<file path="src/sv/sc2esc_pkg.sv">
// ----------------------------------------------------------------------------
// sc2esc_pkg
// Types, constants and escape sequence tables for the scancode translator.
// ----------------------------------------------------------------------------
package sc2esc_pkg;

    localparam int unsigned ByteW   = 8;
    localparam int unsigned SeqMax  = 5;
    localparam int unsigned SeqIdxW = 5;
    localparam int unsigned CntW    = 3;

    localparam logic [ByteW-1:0] ScPrefix   = 8'hE0;
    localparam logic [ByteW-1:0] ScAltPress = 8'h38;
    localparam logic [ByteW-1:0] ScAltRel   = 8'hB8;
    localparam logic [ByteW-1:0] ScVirtLo   = 8'h60;
    localparam logic [ByteW-1:0] ScVirtHi   = 8'h6F;
    localparam logic [ByteW-1:0] ScVirtLast = 8'h69;
    localparam logic [ByteW-1:0] ScF1       = 8'h3B;
    localparam logic [ByteW-1:0] ScF10      = 8'h44;
    localparam logic [ByteW-1:0] ScF11      = 8'h57;
    localparam logic [ByteW-1:0] ScF12      = 8'h58;
    localparam logic [ByteW-1:0] EscByte    = 8'h1B;

    // Sequence indexes for the function keys.
    localparam logic [SeqIdxW-1:0] IdxF1  = 5'd10;
    localparam logic [SeqIdxW-1:0] IdxF11 = 5'd20;
    localparam logic [SeqIdxW-1:0] IdxF12 = 5'd21;

    // One translated item waiting for or in the emitter.
    typedef struct packed {
        logic               fwd;
        logic [ByteW-1:0]   raw;
        logic [SeqIdxW-1:0] idx;
    } job_t;

    // Navigation key lookup after an extended prefix.
    function automatic logic nav_hit(input logic [ByteW-1:0] sc);
        case (sc)
            8'h48, 8'h50, 8'h4D, 8'h4B, 8'h47,
            8'h4F, 8'h49, 8'h51, 8'h52, 8'h53: nav_hit = 1'b1;
            default:                           nav_hit = 1'b0;
        endcase
    endfunction

    function automatic logic [SeqIdxW-1:0] nav_idx(input logic [ByteW-1:0] sc);
        case (sc)
            8'h48:   nav_idx = 5'd0;
            8'h50:   nav_idx = 5'd1;
            8'h4D:   nav_idx = 5'd2;
            8'h4B:   nav_idx = 5'd3;
            8'h47:   nav_idx = 5'd4;
            8'h4F:   nav_idx = 5'd5;
            8'h49:   nav_idx = 5'd6;
            8'h51:   nav_idx = 5'd7;
            8'h52:   nav_idx = 5'd8;
            8'h53:   nav_idx = 5'd9;
            default: nav_idx = 5'd0;
        endcase
    endfunction

    // Number of bytes in each escape sequence.
    function automatic logic [CntW-1:0] seq_len(input logic [SeqIdxW-1:0] idx);
        case (idx)
            5'd6, 5'd7, 5'd8, 5'd9:                 seq_len = 3'd4;
            5'd14, 5'd15, 5'd16, 5'd17,
            5'd18, 5'd19, 5'd20, 5'd21:             seq_len = 3'd5;
            default:                                seq_len = 3'd3;
        endcase
    endfunction

    // Escape sequence bytes, first byte in element zero.
    function automatic logic [SeqMax-1:0][ByteW-1:0] seq_bytes(
        input logic [SeqIdxW-1:0] idx
    );
        case (idx)
            5'd0:    seq_bytes = {8'h00, 8'h00, "A", "[", EscByte};
            5'd1:    seq_bytes = {8'h00, 8'h00, "B", "[", EscByte};
            5'd2:    seq_bytes = {8'h00, 8'h00, "C", "[", EscByte};
            5'd3:    seq_bytes = {8'h00, 8'h00, "D", "[", EscByte};
            5'd4:    seq_bytes = {8'h00, 8'h00, "H", "[", EscByte};
            5'd5:    seq_bytes = {8'h00, 8'h00, "F", "[", EscByte};
            5'd6:    seq_bytes = {8'h00, "~", "5", "[", EscByte};
            5'd7:    seq_bytes = {8'h00, "~", "6", "[", EscByte};
            5'd8:    seq_bytes = {8'h00, "~", "2", "[", EscByte};
            5'd9:    seq_bytes = {8'h00, "~", "3", "[", EscByte};
            5'd10:   seq_bytes = {8'h00, 8'h00, "P", "O", EscByte};
            5'd11:   seq_bytes = {8'h00, 8'h00, "Q", "O", EscByte};
            5'd12:   seq_bytes = {8'h00, 8'h00, "R", "O", EscByte};
            5'd13:   seq_bytes = {8'h00, 8'h00, "S", "O", EscByte};
            5'd14:   seq_bytes = {"~", "5", "1", "[", EscByte};
            5'd15:   seq_bytes = {"~", "7", "1", "[", EscByte};
            5'd16:   seq_bytes = {"~", "8", "1", "[", EscByte};
            5'd17:   seq_bytes = {"~", "9", "1", "[", EscByte};
            5'd18:   seq_bytes = {"~", "0", "2", "[", EscByte};
            5'd19:   seq_bytes = {"~", "1", "2", "[", EscByte};
            5'd20:   seq_bytes = {"~", "3", "2", "[", EscByte};
            5'd21:   seq_bytes = {"~", "4", "2", "[", EscByte};
            default: seq_bytes = '0;
        endcase
    endfunction

endpackage

</file>
<file path="src/sv/scancode_to_escape_sequence.sv">
// ----------------------------------------------------------------------------
// scancode_to_escape_sequence
// Turns PS/2 set 1 scancodes into ANSI escape bytes or forwarded raw codes.
// ----------------------------------------------------------------------------
// The first result byte is valid once the item has passed the input stage and
// been loaded into the byte emitter stage. The emitter gives one result byte per
// cycle while m_tready is held high: one byte for a forwarded code and 3 to 5
// bytes for an escape sequence. Items that give no result are taken without
// entering either stage. Reset clears the prefix flag and both item stages; no
// result is pending after reset.
module scancode_to_escape_sequence (
    input  logic       aclk,
    input  logic       aresetn,
    input  logic       s_tvalid,
    output logic       s_tready,
    input  logic [7:0] s_tdata,   // [7:0] scancode
    output logic       m_tvalid,
    input  logic       m_tready,
    output logic [7:0] m_tdata,   // [7:0] out_byte
    output logic       m_tuser,   // [0] is_forwarded
    output logic       m_tlast
);

    logic                          prefix_reg, prefix_next;
    logic                          a_valid_reg, a_valid_next;
    sc2esc_pkg::job_t              a_job_reg, dec_job;
    logic                          dec_emit;
    logic                          b_valid_reg, b_valid_next;
    sc2esc_pkg::job_t              b_job_reg;
    logic [sc2esc_pkg::CntW-1:0]   b_cnt_reg, b_cnt_next, b_len;
    logic [sc2esc_pkg::SeqMax-1:0][sc2esc_pkg::ByteW-1:0] b_seq;
    logic                          s_take, a_load, b_load, b_step, b_done;

    // Decode the incoming scancode into a job and the next prefix flag.
    always_comb begin
        dec_emit        = 1'b0;
        dec_job.fwd     = 1'b0;
        dec_job.raw     = s_tdata;
        dec_job.idx     = '0;
        prefix_next     = prefix_reg;
        if (s_tdata inside {sc2esc_pkg::ScAltPress, sc2esc_pkg::ScAltRel}) begin
            dec_emit = 1'b0;
        end else if (s_tdata == sc2esc_pkg::ScPrefix) begin
            prefix_next = 1'b1;
        end else if (prefix_reg) begin
            prefix_next = 1'b0;
            dec_emit    = !s_tdata[7] && sc2esc_pkg::nav_hit(s_tdata);
            dec_job.idx = sc2esc_pkg::nav_idx(s_tdata);
        end else if (s_tdata inside {[sc2esc_pkg::ScVirtLo:sc2esc_pkg::ScVirtHi]}) begin
            dec_emit    = (s_tdata <= sc2esc_pkg::ScVirtLast);
            dec_job.idx = {1'b0, s_tdata[3:0]};
        end else if (s_tdata inside {[sc2esc_pkg::ScF1:sc2esc_pkg::ScF10]}) begin
            dec_emit    = 1'b1;
            dec_job.idx = sc2esc_pkg::IdxF1
                        + sc2esc_pkg::SeqIdxW'(s_tdata - sc2esc_pkg::ScF1);
        end else if (s_tdata == sc2esc_pkg::ScF11) begin
            dec_emit    = 1'b1;
            dec_job.idx = sc2esc_pkg::IdxF11;
        end else if (s_tdata == sc2esc_pkg::ScF12) begin
            dec_emit    = 1'b1;
            dec_job.idx = sc2esc_pkg::IdxF12;
        end else begin
            dec_emit    = 1'b1;
            dec_job.fwd = 1'b1;
        end
    end

    // Emitter view of the current job.
    assign b_len    = sc2esc_pkg::seq_len(b_job_reg.idx);
    assign b_seq    = sc2esc_pkg::seq_bytes(b_job_reg.idx);
    assign m_tvalid = b_valid_reg;
    assign m_tuser  = b_job_reg.fwd;
    assign m_tdata  = b_job_reg.fwd ? b_job_reg.raw : b_seq[b_cnt_reg];
    assign m_tlast  = b_job_reg.fwd || (b_cnt_reg == b_len - 3'd1);

    // Handshake and stage movement; the input stage frees up in the same
    // cycle that its job moves on to the emitter.
    assign s_tready = !a_valid_reg || b_load;
    assign s_take   = s_tvalid && s_tready;
    assign a_load   = s_take && dec_emit;
    assign b_step   = b_valid_reg && m_tready;
    assign b_done   = b_step && m_tlast;
    assign b_load   = a_valid_reg && (!b_valid_reg || b_done);

    // Next values of the stage control.
    always_comb begin
        a_valid_next = a_valid_reg;
        if (a_load) begin
            a_valid_next = 1'b1;
        end else if (b_load) begin
            a_valid_next = 1'b0;
        end
        b_valid_next = b_valid_reg;
        b_cnt_next   = b_cnt_reg;
        if (b_load) begin
            b_valid_next = 1'b1;
            b_cnt_next   = '0;
        end else if (b_done) begin
            b_valid_next = 1'b0;
        end else if (b_step) begin
            b_cnt_next = b_cnt_reg + 3'd1;
        end
    end

    // Control registers.
    always_ff @(posedge aclk) begin
        if (!aresetn) begin
            prefix_reg  <= 1'b0;
            a_valid_reg <= 1'b0;
            b_valid_reg <= 1'b0;
            b_cnt_reg   <= '0;
        end else begin
            if (s_take) begin
                prefix_reg <= prefix_next;
            end
            a_valid_reg <= a_valid_next;
            b_valid_reg <= b_valid_next;
            b_cnt_reg   <= b_cnt_next;
        end
    end

    // Payload registers.
    always_ff @(posedge aclk) begin
        if (a_load) begin
            a_job_reg <= dec_job;
        end
        if (b_load) begin
            b_job_reg <= a_job_reg;
        end
    end

    // A forwarded code is always a single, final byte.
    assert property (@(posedge aclk) disable iff (!aresetn)
        m_tvalid && m_tuser |-> m_tlast)
        else $error("forwarded byte not marked last");

    // Every escape sequence starts with the escape byte.
    assert property (@(posedge aclk) disable iff (!aresetn)
        m_tvalid && !m_tuser && b_cnt_reg == '0 |-> m_tdata == sc2esc_pkg::EscByte)
        else $error("escape sequence does not start with ESC");

    // The byte counter never runs past the sequence length.
    assert property (@(posedge aclk) disable iff (!aresetn)
        b_valid_reg && !b_job_reg.fwd |-> b_cnt_reg < b_len)
        else $error("emitter counter out of range");

    // A taken prefix byte leaves the flag set.
    assert property (@(posedge aclk) disable iff (!aresetn)
        s_tvalid && s_tready && s_tdata == sc2esc_pkg::ScPrefix |=> prefix_reg)
        else $error("prefix flag not set after prefix byte");

endmodule

</file>
<file path="config.mk">
export PLATFORM = sky130hd
export DESIGN_NAME = scancode_to_escape_sequence
export DESIGN_NICKNAME = d
export VERILOG_FILES = /design/src/sv/sc2esc_pkg.sv /design/src/sv/scancode_to_escape_sequence.sv
export SDC_FILE = /design/constraint.sdc
export NUM_CORES = 1
export LEC_CHECK = 0
export ABC_AREA = 1
export BUFFER_PORTS_ARGS = -buffer_cell sky130_fd_sc_hd__buf_4
export CAP_MARGIN = 20
export CORE_UTILIZATION = 54
export CTS_CLUSTER_DIAMETER = 40
export DETAILED_ROUTE_END_ITERATION = 10
export PLACE_DENSITY = 0.87
export SLEW_MARGIN = 20
export SYNTH_ARGS = -nofsm -noshare
export SYNTH_HDL_FRONTEND = slang
export SYNTH_SLANG_ARGS = --single-unit
</file>
<file path="constraint.sdc">
create_clock -name aclk -period 2.3 [get_ports aclk]
set_clock_uncertainty 0.15 [all_clocks]
set_input_delay 0.46 -clock aclk [delete_from_list [all_inputs] [get_ports aclk]]
set_output_delay 0.46 -clock aclk [all_outputs]
set_load 0.02 [all_outputs]
</file>
**After elaboration in Yosys (flattened, before gate mapping)**

Memory sizes are Yosys's and may differ from the RTL's. A register that Yosys moved wholly into a read port is not among the register bits.
Cells that the tools add are included.

- Bitwise logic cells: 3
- Reductions and logical operators: 23
- Equality and inequality tests: 16
- Shifts and indexed selects: 0
- Mux-type cells: 25
- Div/mod/pow operators: 0
- Add/sub/neg operators: 4
- $lt $le $gt $ge: 6
- $mul: 0

Operators by type and width:

| cell | count |
|---|---|
| 8-bit by 7-bit == test with 1-bit output (second input constant) | 12 |
| 4-bit one-hot mux with 9 select lines | 1 |
| 5-bit 2-to-1 mux | 7 |
| 8-bit binary-select mux with 3-bit select | 1 |
| 8-bit by 7-bit less-or-equal comparator with 1-bit output (second input constant) | 3 |
| 8-bit == test (second input constant) | 2 |
| 8-bit 2-to-1 mux | 2 |
| 1-bit 2-to-1 mux | 14 |
| 10-bit OR reduction | 1 |
| 8-bit by 6-bit == test with 1-bit output (second input constant) | 1 |
| 8-bit by 6-bit >= comparator with 1-bit output (second input constant) | 1 |
| 8-bit by 7-bit >= comparator with 1-bit output (second input constant) | 1 |
| 1-bit logical AND | 8 |
| 2-bit nonzero test | 3 |
| 6-bit OR reduction | 1 |
| 4-bit by 5-bit adder with 5-bit output (first input constant) | 1 |
| 5-bit subtractor (second input constant) | 1 |
| 3-bit by 4-bit < comparator with 1-bit output (second input constant) | 1 |
| 2-bit AND reduction | 2 |
| 2-bit OR reduction | 2 |
| 3-bit by 1-bit adder with 3-bit output (second input constant) | 1 |
| 3-bit == test | 1 |
| 1-bit logical NOT | 3 |
| 1-bit logical OR | 3 |
| other kinds (2) | 4 |

- Input port bits: 12
- ROM bits: 1056
- Output and inout port bits: 12
- Memories: 2
- Word-level logic and storage cells: 89
- Latch bits: 0
- Memory bits (writable): 0
- Flip-flop bits (word level): 34

Memories:

| memory | words | bits a word | read ports | clocked after Yosys merged registers in | wr ports | RTL line | source |
|---|---|---|---|---|---|---|---|
| (name not given) | 32 | 30 | 1 | 1 | 0 | sc2esc_pkg.sv:75 | `case (idx)` |
| (name not given) | 32 | 3 | 1 | 1 | 0 | sc2esc_pkg.sv:63 | `case (idx)` |

**Longest topological paths before layout**

Gate-level depths: netlist of run 1.

- Word-level depth: 12
- Mapped depth: 21
- Gate-level depth less buffers: 21

**Least setup slack after synthesis of run 1**

No wires, ideal clock.

- Kind: register -> register
- From: register, netlist name b_len[0]
- To: register, netlist name b_seq[29]
- Library setup time: 114 ps
- Cell stages (with the launch flop): 22
- Path buffers: 0
- Slack: -168 ps
- Clock period less this slack: 2468 ps
- Arrival time: 2204 ps
- Required time: 2036 ps
- Cells stage by stage: dfxtp_1 > inv_1 > ha_1 > inv_1 > nand2_1 > nand2_1 > nor2_1 > nand3_1 > nand2_2 > nand2_4 > nand2_8 > nand2_8 > nand2_1 > nand2_1 > inv_1 > ha_1 > inv_1 > nand2_1 > nand2_2 > inv_2 > nand2_1 > nand2_1

- Longest elaborated chain between the ends: 7

RTL lines:

| item | RTL line | source |
|---|---|---|
| 3-bit by 1-bit subtractor with 3-bit output | scancode_to_escape_sequence.sv:74 | `assign m_tlast = b_job_reg.fwd \|\| (b_cnt_reg == b_len - 3'd1);` |
| 3-bit == test | scancode_to_escape_sequence.sv:74 |  |
| 1-bit logical OR | scancode_to_escape_sequence.sv:74 |  |
| net m_tlast | scancode_to_escape_sequence.sv:21 | `output logic m_tlast` |
| 1-bit logical AND | scancode_to_escape_sequence.sv:82 | `assign b_done = b_step && m_tlast;` |
| 1-bit logical OR | scancode_to_escape_sequence.sv:83 | `assign b_load = a_valid_reg && (!b_valid_reg \|\| b_done);` |
| 1-bit logical AND | scancode_to_escape_sequence.sv:83 |  |
| 5-bit 2-to-1 mux (no source line) | n/a |  |

The timed path passes the listed nets, and every way through them passes these cells.
A chain may end at the register's enable or synchronous reset.

**Worst setup path in the final report of run 1**

- From: register, netlist name b_len[1]
- To: register, netlist name b_seq[25]

- Longest elaborated chain between the ends: 7

RTL lines:

| item | RTL line |
|---|---|
| 3-bit by 1-bit subtractor with 3-bit output | scancode_to_escape_sequence.sv:74 |
| 3-bit == test | scancode_to_escape_sequence.sv:74 |
| 1-bit logical OR | scancode_to_escape_sequence.sv:74 |
| 1-bit logical AND | scancode_to_escape_sequence.sv:82 |
| 1-bit logical OR | scancode_to_escape_sequence.sv:83 |
| 1-bit logical AND | scancode_to_escape_sequence.sv:83 |
| 5-bit 2-to-1 mux (no source line) | n/a |

No other way between the ends.

==> flow_summary.yaml, run 1 <==
critical_path:
  crit_arrival_ps: 2490
  slowest_stage: "dfxtp_1"
  crit_top_cell: "nand2_4"
  cp-end-kind: "flop"
  critPathRequiredTime_ps: 2360
  cp_max_fo: 6
  cp-start-kind: "flop"
  path_delay_family: "simple AND/OR/NAND/NOR gates"
  path_buf_inv: 5
  critical_path_class: "flop to flop"
  crit_chain: "inv_1, ha_4, inv_2, nand2_1, nand2_1, nor2_2, nand3_2, nand2_4, nand2_4, nand2_8, nand3b_1, nand2_4, inv_6, ha_4, inv_4, nand2_4, nand2_4, inv_2, nand2_1, nand2_1"
  max_stage_delay_ps: 320
  critPathLaunch: "b_len[1]"
  rr_startpoint: "b_len[1]"
synth:
  synth_top_family_by_area: "simple AND/OR/NAND/NOR gates"
  post_synth_xor_area_fraction: 0.009087
  synth_most_common_cell: "nand2_1"
  syn_area_per_cell_sq_um: 8.261
  synthTopCellsByArea: "edfxtp_1, dfxtp_1, nand2_1"
  ys_warn_count: 0
  ys_seq_elements: 52
  synth-compound-area-share: 0.1090
  synth_top_cell_by_area: "edfxtp_1"
  netlist_instances: 350
  synth-adder-area-share: 0.06491
  synth_top_area_frac: 0.2908
  synth-edff-count: 28
  synthTopCellsByCount: "nand2_1, inv_1, edfxtp_1, nor2_1, dfxtp_1"
  seq_area_frac_synth: 0.4569
  synth_mux_area_frac: 0
  async_flop_share: 0
  synth-simple-area-share: 0.2730
  synth_nets: 377
  netlist_area_sq_mm: 0.002892
  synthFlopType: "edfxtp_1"
  synth_cell_types: 38
clock_tree:
  cts.path.max_buffers: 2
  cts_sinks: 52
  htreeDepth: 2
  cts_buffers: 5
  cts_root_buf: "clkbuf_8"
  cts_tree: "done"
  holdBufCountCts: 0
  clkTransAtPathRegs_ps: 90
  insertion_delay_ps: 310
route:
  drc: 0
  drt-total-wl_um: 7144
  routed_via_density: 5.396
  dr.pass1.iters: 5
  vias: 2590
  ant_nets: 0
  first_iter_violations: 161
  wl_per_cell_um: 14.88
power:
  seqPwrFrac: 0.475
  pwr-share-clk: 0.260
  net-switching-power_uw: 722.5
  combPwrFrac: 0.265
  peakVddDrop_mv: 0.3007
  swShare: 0.3052
  power.leakage_nw: 1.694
  p_per_area_mw_per_mm2: 639.2
  p_int_mw: 1.645
  fin_total_pwr_mw: 2.367
global_route:
  grt_max_degree: 17
  grt_first_pass_wirelength_um: 10810
  gr-total-overflow: 0
  grt_pass1_vias: 2392
  antenna_found_initial: 0
  grtUsageTotal: 0.2647
finish:
  largest_reg_flops: 16
  synthToLayoutAreaGrowth_pct: 28.08
  fin_nets: 436
  stdcell_count: 480
  layout-drive-gt1-share: 0.2902
  finalInstanceArea_sq_mm: 0.003704
  num_antenna_cells: 0
  fillers: 386
timing:
  hold_violations: 0
  setup_ws_ps: -127.3
  slew_headroom: 0.6534
  fmaxAchievable_mhz: 412.0
  worst_pin_slew_ps: 519.3
  slew_viol_final: 0
  rsz0062_at_grt: "yes"
  holdWs_ps: 207.8
  finalCriticalPeriod_ps: 2427
  finalSetupViolCount: 17
  finalCritPeriodShare: 1.055
placed_design:
  numPlacedInstances: 468
  place_congestion: 0.9569
  placed_cell_area_sq_mm: 0.003443
  dp_hpwl_um: 5293
  portBuffers: 23
die:
  io-pin-count: 24
  fp.dieH_um: 75.18
  dieArea_sq_mm: 0.005651
  start_util: 0.5626
  coreArea_sq_mm: 0.005140
  rows: 26
  die_w_um: 75.18
worst_hold_path:
  min_from: "s_tdata[6]"
  worstHoldPathType: "input port to flop"
run_status:
  status: "finished, violations left"
  violations: "negative setup slack"
run:
  maxCapViolations: 0
[worst register-to-register path: cells and delay by family, from the launching register on]
kind,cells,cell delay [ps]
simple gates,13,1170
fa+ha+maj,2,440
flops,1,320
buf+inv,5,260
[cells by family after synthesis]
| family | after synthesis |
|---|---|
| adder cells (fa/ha/maj) | 15 |
| XOR/XNOR | 3 |
| flip-flops | 52 |
| AND/OR/NAND/NOR | 165 |
| buffers and inverters | 61 |
| AO/OA/AOI/OAI | 54 |
[final timing paths]
kind                            slack (ps)  cells past startpoint             to
worst min register to register         270                      0  b_job_reg[10]
worst min-delay path                   210                      1  a_job_reg[11]
worst max-delay path                  -130                     20      b_seq[25]
worst max register to register        -130                     20      b_seq[25]
[cells in the final DEF, fill, tap and decap left out, types with 9 or more instances in the layout]
master,n
a21oi_1,20
buf_4,49
dfxtp_1,23
edfxtp_1,28
ha_1,9
inv_1,43
nand2_1,80
nand2_2,9
nand2_4,9
nand3_1,21
nor2_1,22
o21ai_0,15
[per-layer routing]
metal  global-route usage  wire length [um]  vias to the layer above
met1               0.3024              2928                     1194
met3              0.05087               364                       23
met5                    0                 0                        -
met4               0.1214               201                        0
li1                     -                 -                     1261
met2               0.4785              3649                      112
[cell type report]
type                       count  area (sq um)  area share
multi-input combinational    237          1459      0.3939
clock inverter                 1         8.758    0.002365
inverter                      57         240.2     0.06486
sequential                    52          1323      0.3571
tap                           70         87.58     0.02365
clock buffer                   7         107.6     0.02905
timing repair buffer          56         478.0      0.1291
[per-stage QoR]
step,setup WS [ps],setup TNS (ps),utilization
6_report,-127.3,-1087,0.7205
4_1_cts,-97.33,-679.4,0.7047
2_1_floorplan,0.3015,0,-
5_1_grt,-274.4,-3689,0.7205
3_3_place_gp,-27.55,-400.7,0.6699
3_5_place_dp,-126.9,-1914,0.6699
[what timing repair did]
action | CTS | global route
buffers inserted | 4 | 1
gates resized for setup | 12 | 14
setup endpoints to repair | 19 | 49
cloned | 0 | 1
pin swaps | 14 | 5
[power groups by stage]
stage / registers [mW] / logic (mW) / clock network (mW)
after global routing: 1.13 / 0.684 / 0.663
after floorplan: 1.13 / 0.359 / 0
after detailed placement: 1.14 / 0.549 / 0
final: 1.12 / 0.627 / 0.616
after global placement: 1.14 / 0.524 / 0
after CTS: 1.12 / 0.575 / 0.618
(Power assumes the default switching activity.)
==> run 2: changes to the inputs <==
Settings changed: CORE_MARGIN from default to 2.
==> run 2 against run 1 <==
Against the previous run:
- the run still ends with negative setup slack left
- cell count rose by 0.42%
- combinational power shrank 1%
- sequential cell count unchanged
- count of clock-buffer cells in the layout did not move
- worst setup slack got worse by 31 ps
- worst hold slack better by 3.3 ps
- first-iteration DRC count rose by 14%
- via count shrank 1.0%
- die area rose by 5.4%
- critical endpoint is now b_seq[27]
- total power decreased by 0.45%
- global-route usage shrank 3.3 points
- utilization down 0.37 points
==> flow_summary.yaml, run 2 (same netlist as run 1, synthesis figures left out) <==
run_status:
  status: "finished, violations left"
  violations: "negative setup slack"
global_route:
  grt_pass1_vias: 2445
  grt_max_degree: 17
  met3_usage: 0.04235
  gr-total-overflow: 0
  grtUsageTotal: 0.2320
  grt_first_pass_wirelength_um: 10940
  grt.met2_usage: 0.4157
  top_usage_layer: "met2"
  antenna_found_initial: 0
  groute.layer.met1.usage: 0.2713
route:
  drt-total-wl_um: 6936
  drc: 0
  ant_nets: 0
  wl_per_cell_um: 14.39
  dr.pass1.iters: 7
  first_iter_violations: 183
  routed_via_density: 5.317
  vias: 2563
finish:
  num_antenna_cells: 0
  final_cell_mix: "nand2_1, buf_4, inv_1"
  layout-drive-gt1-share: 0.2985
  largest_reg_flops: 16
  synthToLayoutAreaGrowth_pct: 27.43
  stdcell_count: 482
  finalInstanceArea_sq_mm: 0.003685
  fin_nets: 438
  final_core_util: 0.7169
  final_common_cell: "nand2_1"
timing:
  finalSetupViolCount: 18
  hold_violations: 0
  finalCriticalPeriod_ps: 2458
  slew_headroom: 0.6582
  slew_viol_final: 0
  worst_pin_slew_ps: 512.0
  holdWs_ps: 211.2
  rsz0062_at_grt: "yes"
  fmaxAchievable_mhz: 406.8
  setup_ws_ps: -158.3
  finalCritPeriodShare: 1.069
run:
  maxCapViolations: 0
die:
  die_w_um: 77.18
  io-pin-count: 24
  rows: 26
  start_util: 0.5626
  fp.dieH_um: 77.18
  coreArea_sq_mm: 0.005140
  dieArea_sq_mm: 0.005956
placed_design:
  place_congestion: 0.9432
  dp_hpwl_um: 5140
  placed_cell_area_sq_mm: 0.003443
  portBuffers: 23
  numPlacedInstances: 468
critical_path:
  cp_max_fo: 6
  crit_arrival_ps: 2510
  critical_path_class: "flop to flop"
  cp-start-kind: "flop"
  critPathRequiredTime_ps: 2350
  cp-end-kind: "flop"
clock_tree:
  cts_root_buf: "clkbuf_8"
  cts_tree: "done"
  insertion_delay_ps: 310
  cts_sinks: 52
  cts.path.max_buffers: 2
  htreeDepth: 2
  clkTransAtPathRegs_ps: 90
  cts_buffers: 5
worst_hold_path:
  worstHoldPathType: "input port to flop"
power:
  power.leakage_nw: 1.700
  p_per_area_mw_per_mm2: 639.6
  peakVddDrop_mv: 0.2857
run 2: cell types whose count changed in the layout (fill, tap and decap cells not counted), moves of 2 or more:
| cell | change |
|---|---|
| nand2_1 | -5 |
| buf_6 | -2 |
| buf_4 | +4 |
| nand2_2 | +4 |
run 2: what timing repair did:
| item | CTS | global route |
|---|---|---|
| gates cloned | 0 | 1 |
| hold buffers | 0 | 0 |
| resized for setup | 10 | 17 |
| pin swaps | 15 | 3 |
| setup buffers | 3 | 3 |
| endpoints found under the setup margin | 16 | 50 |
run 2: critical path, stage by stage (launching register included):
cell,delay [ps]
dfxtp_2,360
inv_2,50
ha_4,260
inv_2,20
nand2_1,60
nand2_1,50
nor2_1,100
nand3_1,120
nand2_4,90
nand2_4,70
nand2_8,90
nand2_8,70
nand2_4,90
nand2_4,80
buf_4,150
ha_1,220
nor2_1,200
o21ai_1,100
run 2: path summary, 6_finish.rpt:
path / slack [ps] / cells past startpoint / startpoint / end
max reg2reg: -160 / 17 / b_len[0] / b_seq[27]
min: 210 / 1 / s_tdata[7] / a_job_reg[12]
min reg2reg: 260 / 0 / a_job_reg[8] / b_job_reg[8]
max: -160 / 17 / b_len[0] / b_seq[27]
run 2: cell type report:
type | count | area (sq um)
clock inverters | 1 | 8.758
well taps | 70 | 87.58
multi-input cells | 237 | 1451
flip-flops and latches | 52 | 1324
repair buffers | 57 | 460.4
inverters | 57 | 236.5
fillers | 382 | 1455
clock buffers | 7 | 107.6
repair inverters | 1 | 8.758
run 2: per-stage QoR:
stage / TNS [ps] / power, mW / setup slack, ps
after floorplan: 0 / 1.487 / 0.3015
after global placement: 0 / 1.664 / 6.381
after detailed placement: -1149 / 1.689 / -84.73
after CTS: -125.9 / 2.304 / -46.22
after global routing: -4995 / 2.458 / -289.8
final: -1322 / 2.357 / -158.3
run 2: routing by layer:
layer  routed length [um]  part of all wire  vias to the layer above
li1                     -                 -                     1268
met2                 3570              0.51                      116
met4                  192             0.028                        0
met1                 2832              0.41                     1160
met3                  341             0.049                       19
met5                    0                 0                        -
run 2: power breakdown:
| part | internal, mW | switching, mW |
|---|---|---|
| sequential | 1.08 | 0.0434 |
| clock | 0.312 | 0.302 |
| combinational | 0.250 | 0.369 |
==> run 3: changes to the inputs <==
Settings changed: CORE_UTILIZATION 54 to 64, PLACE_DENSITY 0.87 to 0.95.
Clock period 2.3 ns to 3.1 ns, I/O delays scaled along.
==> run 3 against run 2 <==
Against the previous run:
- the run now ends clean
- utilization rose by 2.5 points
- worst setup slack improved by 570 ps
- critical path depth rose by 4
- fmax fell by 8.6%
- global-route usage rose by 0.74 points
- cell count fell by 11%
- via count fell by 6.5%
- non-clock buffer count fell by 33
- final area fell by 12%
- critical path type unchanged
- largest power group unchanged
==> flow_summary.yaml, run 3 (same netlist as run 1, synthesis figures left out) <==
global_route:
  grtUsageTotal: 0.2394
  antenna_found_initial: 0
  grt_first_pass_wirelength_um: 9535
  gr-total-overflow: 0
  grt_max_degree: 17
  grt_pass1_vias: 2196
critical_path:
  reg2reg_depth: 21
  critical_path_class: "flop to flop"
  crit_arrival_ps: 2740
  critPathRequiredTime_ps: 3150
  rrSetupSlack_ps: 410
  cp_max_fo: 9
  cp-start-kind: "flop"
  cp-end-kind: "flop"
finish:
  finalInstanceArea_sq_mm: 0.003229
  multi_input_comb_area_sq_mm: 0.001319
  seq_area_sq_mm: 0.001321
  fillers: 313
  num_antenna_cells: 0
  fin_nets: 404
  layout-drive-gt1-share: 0.1534
  synthToLayoutAreaGrowth_pct: 11.68
  final_cell_mix: "nand2_1, inv_1, edfxtp_1"
  final_common_cell: "nand2_1"
  largest_reg_flops: 16
timing:
  slew_viol_final: 0
  hold_violations: 0
  worst_pin_slew_ps: 544.2
  rsz0062_at_grt: "no"
  finalCritPeriodShare: 0.8675
  finalCriticalPeriod_ps: 2689
  holdWs_ps: 268.7
  finalSetupViolCount: 0
  fin_tns_setup_ps: 0
  fmaxAchievable_mhz: 371.8
  slew_headroom: 0.6368
  setup_ws_ps: 410.7
clock_tree:
  cts_tree: "done"
  insertion_delay_ps: 310
  holdBufCountCts: 0
  cts.path.max_buffers: 2
  cts_sinks: 52
  cts_root_buf: "clkbuf_8"
  htreeDepth: 2
  cts_buffers: 5
  clkTransAtPathRegs_ps: 90
  post_cts_buffers: 0
  cts-resized-gates: 0
placed_design:
  dp_slack_ps: 383.9
  portBuffers: 23
  placed_cell_area_sq_mm: 0.003107
  place_congestion: 0.9695
  dp_hpwl_um: 4492
power:
  power.leakage_nw: 1.518
  peakVddDrop_mv: 0.2682
  fin_total_pwr_mw: 1.633
  p_per_area_mw_per_mm2: 505.8
route:
  first_iter_violations: 138
  drc: 0
  drt-total-wl_um: 5737
  wl_per_cell_um: 13.34
  routed_via_density: 5.572
  dr.pass1.iters: 5
  vias: 2396
  ant_nets: 0
die:
  start_util: 0.6641
  die_w_um: 71.22
  fp.dieH_um: 71.22
  io-pin-count: 24
  rows: 24
  dieArea_sq_mm: 0.005072
  coreArea_sq_mm: 0.004354
worst_hold_path:
  worstHoldPathType: "flop to flop"
  holdPathStages: 0
run_status:
  status: "completed"
run:
  maxCapViolations: 0
-- run 3: cell count changes in the layout (fill, tap and decap cells not counted), sizes merged --
cell	delta
buf	-33
clkbuf	+1
clkinv	-2
-- run 3: worst max-delay path, stage by stage (launching register included) --
cell,delay [ps]
dfxtp_1,330
inv_1,60
ha_1,310
inv_1,60
nand2_1,40
nand2_1,50
nor2_1,40
nand3_1,70
nand2_2,100
nand2_4,110
nand2_8,80
nand2_8,110
nand2_1,60
nand2_1,220
inv_1,150
ha_1,240
inv_1,60
nand2_1,70
nand2_2,100
inv_2,40
nand2_1,70
nand2_1,60
-- run 3: area by class of cell --
cell class / count / area share
repair buffers: 24 / 0.05579
well taps: 52 / 0.02015
clock buffers: 8 / 0.03797
multi-input cells: 237 / 0.4084
flip-flops and latches: 52 / 0.4091
inverters: 57 / 0.06858
-- run 3: final timing paths --
path            startpoint             to
max               b_len[0]      b_seq[29]
min          a_job_reg[10]  b_job_reg[10]
max reg2reg       b_len[0]      b_seq[29]
min reg2reg  a_job_reg[10]  b_job_reg[10]
-- run 3: routing by layer --
metal  wire [um]  track usage  vias up
met1        2374       0.3075     1082
met3         386      0.04501       17
met2        2808       0.4012       98
met5           0            0        -
met4         167      0.09644        0
li1            -            -     1199
-- run 3: metrics by stage --
| stage | std cells | util |
|---|---|---|
| after CTS | 430 | 0.7417 |
| after floorplan | 350 | - |
| after detailed placement | 422 | 0.7135 |
| after global placement | 422 | 0.7135 |
| final | 430 | 0.7417 |
| after global routing | 430 | 0.7417 |
-- run 3: power by group --
part / internal (mW) / switching [mW] / leakage [nW]
Sequential: 0.801 / 0.0323 / 0.466
Clock: 0.258 / 0.210 / 0.0618
Combinational: 0.117 / 0.215 / 0.990
